File: config.mk
export PLATFORM = sky130hd
export DESIGN_NAME = aabb_div_pipe
export DESIGN_NICKNAME = d
export VERILOG_FILES = /design/src/rtl/core/aabb_pkg.sv /design/src/rtl/core/aabb_div_pipe.sv
export SDC_FILE = /design/constraint.sdc
export NUM_CORES = 2
export LEC_CHECK = 0
export ABC_AREA = 1
export BUFFER_PORTS_ARGS = -buffer_cell sky130_fd_sc_hd__buf_2
export CORE_ASPECT_RATIO = 1.75
export CORE_UTILIZATION = 60
export CTS_CLUSTER_SIZE = 14
export DETAILED_ROUTE_END_ITERATION = 8
export PLACE_DENSITY = 0.85
export SLEW_MARGIN = 20
export SYNTH_ARGS = -nofsm -noshare
export SYNTH_HDL_FRONTEND = slang
export SYNTH_SLANG_ARGS = --single-unit
File: constraint.sdc
create_clock -name clk -period 48.9 [get_ports clk]
set_clock_uncertainty 0.05 [all_clocks]
set_input_delay 7.335 -clock clk [delete_from_list [all_inputs] [get_ports clk]]
set_output_delay 7.335 -clock clk [all_outputs]
set_load 0.1 [all_outputs]
File: src/rtl/core/aabb_pkg.sv
// ---------------------------------------------------------------------------
// aabb_pkg: shared widths and types for the box pair collision resolver
// Field widths, divider widths and the side-band record carried beside the
// divider lanes.
// ---------------------------------------------------------------------------
`timescale 1ns / 1ps
`default_nettype none

package aabb_pkg;

  localparam int POS_W   = 32;             // left/top edge
  localparam int SIZE_W  = 24;             // width/height
  localparam int INV_W   = 16;             // inverse mass
  localparam int FLAG_W  = 3;              // pair flags
  localparam int DELTA_W = 26;             // position delta
  localparam int CTR_W   = POS_W + 3;      // doubled center and its difference
  localparam int OVS_W   = CTR_W + 1;      // signed overlap
  localparam int OV_W    = SIZE_W + 1;     // overlap when in contact
  localparam int SUM_W   = INV_W + 1;      // inverse mass sum
  localparam int DEN_W   = SUM_W + 1;      // divisor, 2 * sum
  localparam int NUM_W   = OV_W + INV_W;   // dividend, overlap * inverse mass
  localparam int QUO_W   = SIZE_W;         // each share is below 2^24

  localparam int FLAG_BODY_A = 0;
  localparam int FLAG_BODY_B = 1;
  localparam int FLAG_TRIG   = 2;

  typedef enum logic {
    AXIS_X = 1'b0,
    AXIS_Y = 1'b1
  } axis_t;

  // per-item control that rides along with the divider
  typedef struct packed {
    logic  contact;
    logic  resolved;
    axis_t axis;
    logic  d_pos;      // center distance on push axis is positive
    logic  body_a;
    logic  body_b;
  } side_t;

endpackage

`default_nettype wire

File: src/rtl/core/aabb_div_pipe.sv
// ---------------------------------------------------------------------------
// aabb_div_pipe: two-lane pipelined restoring divider
// One quotient bit per stage, both lanes share the divisor; a side record
// travels with each item. Per-stage valid bits, ready chain collapses bubbles.
// ---------------------------------------------------------------------------
`timescale 1ns / 1ps
`default_nettype none

module aabb_div_pipe (
  input  wire logic                         clk,
  input  wire logic                         rst,
  input  wire logic                         in_valid,
  output logic                              in_ready,
  input  wire logic [aabb_pkg::NUM_W-1:0]   in_num_a,
  input  wire logic [aabb_pkg::NUM_W-1:0]   in_num_b,
  input  wire logic [aabb_pkg::DEN_W-1:0]   in_den,
  input  wire aabb_pkg::side_t              in_side,
  output logic                              out_valid,
  input  wire logic                         out_ready,
  output logic [aabb_pkg::QUO_W-1:0]        out_quo_a,
  output logic [aabb_pkg::QUO_W-1:0]        out_quo_b,
  output aabb_pkg::side_t                   out_side
);
  import aabb_pkg::*;

  logic [NUM_W-1:0] rem_a [QUO_W];
  logic [NUM_W-1:0] rem_b [QUO_W];
  logic [QUO_W-1:0] quo_a [QUO_W];
  logic [QUO_W-1:0] quo_b [QUO_W];
  logic [DEN_W-1:0] den   [QUO_W];
  side_t            side  [QUO_W];
  logic [QUO_W-1:0] vld;
  logic [QUO_W-1:0] en;

  always_comb begin
    en[QUO_W-1] = !vld[QUO_W-1] || out_ready;
    for (int s = QUO_W - 2; s >= 0; s--) begin
      en[s] = !vld[s] || en[s+1];
    end
  end

  assign in_ready = en[0];

  genvar g;
  generate
    for (g = 0; g < QUO_W; g++) begin : g_stage
      localparam int K = QUO_W - 1 - g;
      logic [NUM_W-1:0] src_a, src_b;
      logic [QUO_W-1:0] src_qa, src_qb;
      logic [DEN_W-1:0] src_den;
      side_t            src_side;
      logic             src_vld;
      logic [NUM_W:0]   dsh, trial_a, trial_b;

      if (g == 0) begin : g_first
        assign src_a    = in_num_a;
        assign src_b    = in_num_b;
        assign src_qa   = '0;
        assign src_qb   = '0;
        assign src_den  = in_den;
        assign src_side = in_side;
        assign src_vld  = in_valid;
      end else begin : g_next
        assign src_a    = rem_a[g-1];
        assign src_b    = rem_b[g-1];
        assign src_qa   = quo_a[g-1];
        assign src_qb   = quo_b[g-1];
        assign src_den  = den[g-1];
        assign src_side = side[g-1];
        assign src_vld  = vld[g-1];
      end

      // divisor aligned to this quotient bit; it fits since the quotient does
      assign dsh     = {{(NUM_W + 1 - DEN_W){1'b0}}, src_den} << K;
      assign trial_a = {1'b0, src_a} - dsh;
      assign trial_b = {1'b0, src_b} - dsh;

      always_ff @(posedge clk) begin
        if (rst) begin
          vld[g] <= 1'b0;
        end else if (en[g]) begin
          vld[g] <= src_vld;
        end
      end

      always_ff @(posedge clk) begin
        if (en[g]) begin
          rem_a[g] <= trial_a[NUM_W] ? src_a : trial_a[NUM_W-1:0];
          rem_b[g] <= trial_b[NUM_W] ? src_b : trial_b[NUM_W-1:0];
          quo_a[g] <= {src_qa[QUO_W-2:0], !trial_a[NUM_W]};
          quo_b[g] <= {src_qb[QUO_W-2:0], !trial_b[NUM_W]};
          den[g]   <= src_den;
          side[g]  <= src_side;
        end
      end
    end
  endgenerate

  assign out_valid = vld[QUO_W-1];
  assign out_quo_a = quo_a[QUO_W-1];
  assign out_quo_b = quo_b[QUO_W-1];
  assign out_side  = side[QUO_W-1];

endmodule

`default_nettype wire

==> results.yml <==
yosys:
  syn_area_per_cell_sq_um: 10.9
  synth_edf_count: 3044
  yosys_warnings: 0
  ys_ff_latch: 3068
  synthArstFlopShare_pct: 0
  synthCells: 14232
  synth_flop_cell: "edfxtp_1"
  syn_nets: 15250
  ys_types: 79
  yosysSeqAreaShare_pct: 59.5
  synth_area_sq_mm: 0.155
setup_path:
  startpoint_type: "input port"
  required_ns: 41.51
  crit_arrival_ns: 13.22
  worst-path-max-fanout: 46
  worstSetupEndpointType: "output pin"
  worstSetupPathType: "input port to output pin"
  ff2ff_setup_slack_ns: 42.17
floorplan:
  ioPinCount: 166
  initial_core_util_pct: 60.3
  fp-row-count: 246
  core-area_sq_mm: 0.256
  die_area_sq_mm: 0.260
  die_w_microns: 386
  die_h_microns: 673
sta:
  setup_viol: 0
  period_minus_slack_ns: 20.60
  rsz0062_at_grt: "no"
  setup_tns_ns: 0
  hold_viol_final: 0
  finalCritPeriodShare_pct: 42.1
  max_freq_ghz: 0.0485
  drv_slew: 0
  worstMarginPinSlew_ns: 1.34
  slew_headroom_pct: 10.1
routing:
  drtIter0Drc: 6252
  vias_per_cell: 5.92
  num_vias: 107556
  ant_nets: 0
  drt-total-wl_microns: 462000
  drc_errors: 0
  firstDrtPassIters: 8
  post_drt_wl_per_cell_microns: 25.4
place:
  gp_congestion: 1.08
  portBuffers: 165
  dp_hpwl_microns: 358000
global_route:
  met3_usage_pct: 9.49
  grt_max_degree: 98
  gr-total-overflow: 0
  track_usage_pct: 36.1
  grt_antenna_before_repair: 42
  grtUsageMet1_pct: 22.6
  grt_pass1_vias: 113832
  grt_first_pass_wirelength_microns: 674000
  use_met2_pct: 69.6
  grt-busiest-layer: "met2"
power:
  power_uw: 10900
  vdd_ir_drop_max_mv: 0.0336
  p_leak_uw: 0.0667
  power-per-cell-area_mw_per_mm2: 64.7
clock_network:
  cts_made_buffers: 290
  cts_root_buf: "clkbuf_16"
  cts_sinks: 3068
  clk_latency_ns: 0.91
  post_cts_buffers: 0
  cts_hold_buffers: 0
  cts_resized: 0
  path_clk_slew_ns: 0.06
  ctsHtreeMaxLevel: 5
  cts_tree: "done"
  clockBufferDepth: 4
cells_and_area:
  final_cell_mix: "edfxtp_1 (3044), nand2_1 (2195), inv_1 (1657), nor2_1 (1382), a21oi_1 (1121)"
  areaGrowthSynthToFinish_pct: 9.10
  layout_commonest_cell: "edfxtp_1"
  fill_cells: 19020
  nets: 15635
  drive_above_1_share_pct: 5.88
flow_run:
  maxCapViolCount: 0
min_path:
  hp-class: "flop to flop"
outcome:
  outcome: "finished, final reports clean"
-- flip-flops by register name, summed over array words and instances (netlist names) --
register	flops
quo_b	300
rem_b	943
out_valid	1
g_stage.src_vld	23
den	414
side	144
rem_a	943
quo_a	300
-- cell usage after synthesis (all sizes together) (4+ instances only) --
library cell,instances,share of area (%)
inv,1690,4.1
o311ai,7,0.040
nor3b,5,0.028
nor3,221,0.76
nor2,1400,3.4
o21bai,23,0.11
nand2,2211,5.4
a21boi,48,0.24
nand3,367,1.2
nor4,88,0.36
and2,6,0.024
or4,6,0.029
a221oi,4,0.023
edfxtp,3044,59
a21oi,1151,3.8
ha,862,7.0
o21a,59,0.29
nand4,148,0.66
and3,5,0.020
or2,72,0.29
o21ai,1137,3.7
clkbuf,73,0.18
fa,46,0.60
o2111ai,24,0.14
a211oi,17,0.083
dfxtp,24,0.31
o221ai,17,0.096
a21o,40,0.19
o211ai,63,0.31
o31ai,16,0.081
buf,96,0.34
xnor2,593,3.4
nand3b,24,0.12
xor2,528,3.0
a31oi,91,0.37
-- power breakdown --
| group | internal [uW] | total, uW | leakage, uW | switching, uW |
|---|---|---|---|---|
| sequential | 3900 | 4440 | 0.0312 | 544 |
| combinational | 1500 | 4290 | 0.0313 | 2800 |
| clock | 1200 | 2170 | 0.00425 | 971 |
-- final timing paths --
path | cells past startpoint | endpoint | startpoint
worst max-delay path | 14 | in_ready | out_ready
worst min-delay path | 0 | quo_b[1][177] | quo_b[1][152]
worst max register to register | 13 | rem_b[0][85] | out_valid
worst min register to register | 0 | quo_b[1][177] | quo_b[1][152]
-- layout make-up --
class	instances	area, sq um	area share, %
Multi-Input combinational cell	9303	55800	33.1
Timing Repair Buffer	262	1610	0.955
Tap cell	3348	4190	2.48
Sequential cell	3068	91900	54.5
Antenna cell	36	90.1	0.0534
Inverter	1692	6380	3.78
Clock buffer	351	7610	4.52
Clock inverter	109	1070	0.633
-- worst max-delay path, cell delays in order --
cell,delay (ns)
buf_2,0.11
inv_1,0.18
nand4_4,0.54
nor3_4,0.55
nand4_4,0.79
nor2_4,0.60
nand4_4,0.54
nor2_4,0.46
nand4_4,0.29
nor2_4,0.34
nand4_4,0.24
nor2_8,0.24
nand4_4,0.42
buf_2,0.47
-- metrics by stage --
step           hold slack [ns]  instances  instance area [sq um]  setup slack [ns]  util, %
6_report                 0.332      18169                 169000             28.30     65.8
5_1_grt                  0.346      18144                 169000             27.92     65.7
4_1_cts                  0.330      18125                 168000             28.19     65.6
3_5_place_dp             0.355      17665                 160000             28.39     62.3
3_3_place_gp             0.351      17665                 160000             28.79     62.3
2_1_floorplan            0.350      14232                 155000             22.85        -
-- cells by family (layout without fill, tap and decap cells) --
family | count (synthesis) | count (layout) | synth area share [%]
multiplexers | 1 | 1 | 0.00729
other | 0 | 36 | 0
flip-flops | 3068 | 3068 | 59.5
adder cells (fa/ha/maj) | 908 | 908 | 7.58
XOR/XNOR | 1121 | 1121 | 6.35
buffers and inverters | 1861 | 2414 | 4.63
AND/OR/NAND/NOR | 4555 | 4555 | 12.4
AO/OA/AOI/OAI | 2718 | 2718 | 9.61
-- routing by layer --
metal	wire length (microns)	vias to the layer above
li1	-	50347
met1	108000	50502
met2	258000	4061
met3	23900	2620
met4	71900	26
met5	175	-
(Power assumes the default switching activity.)
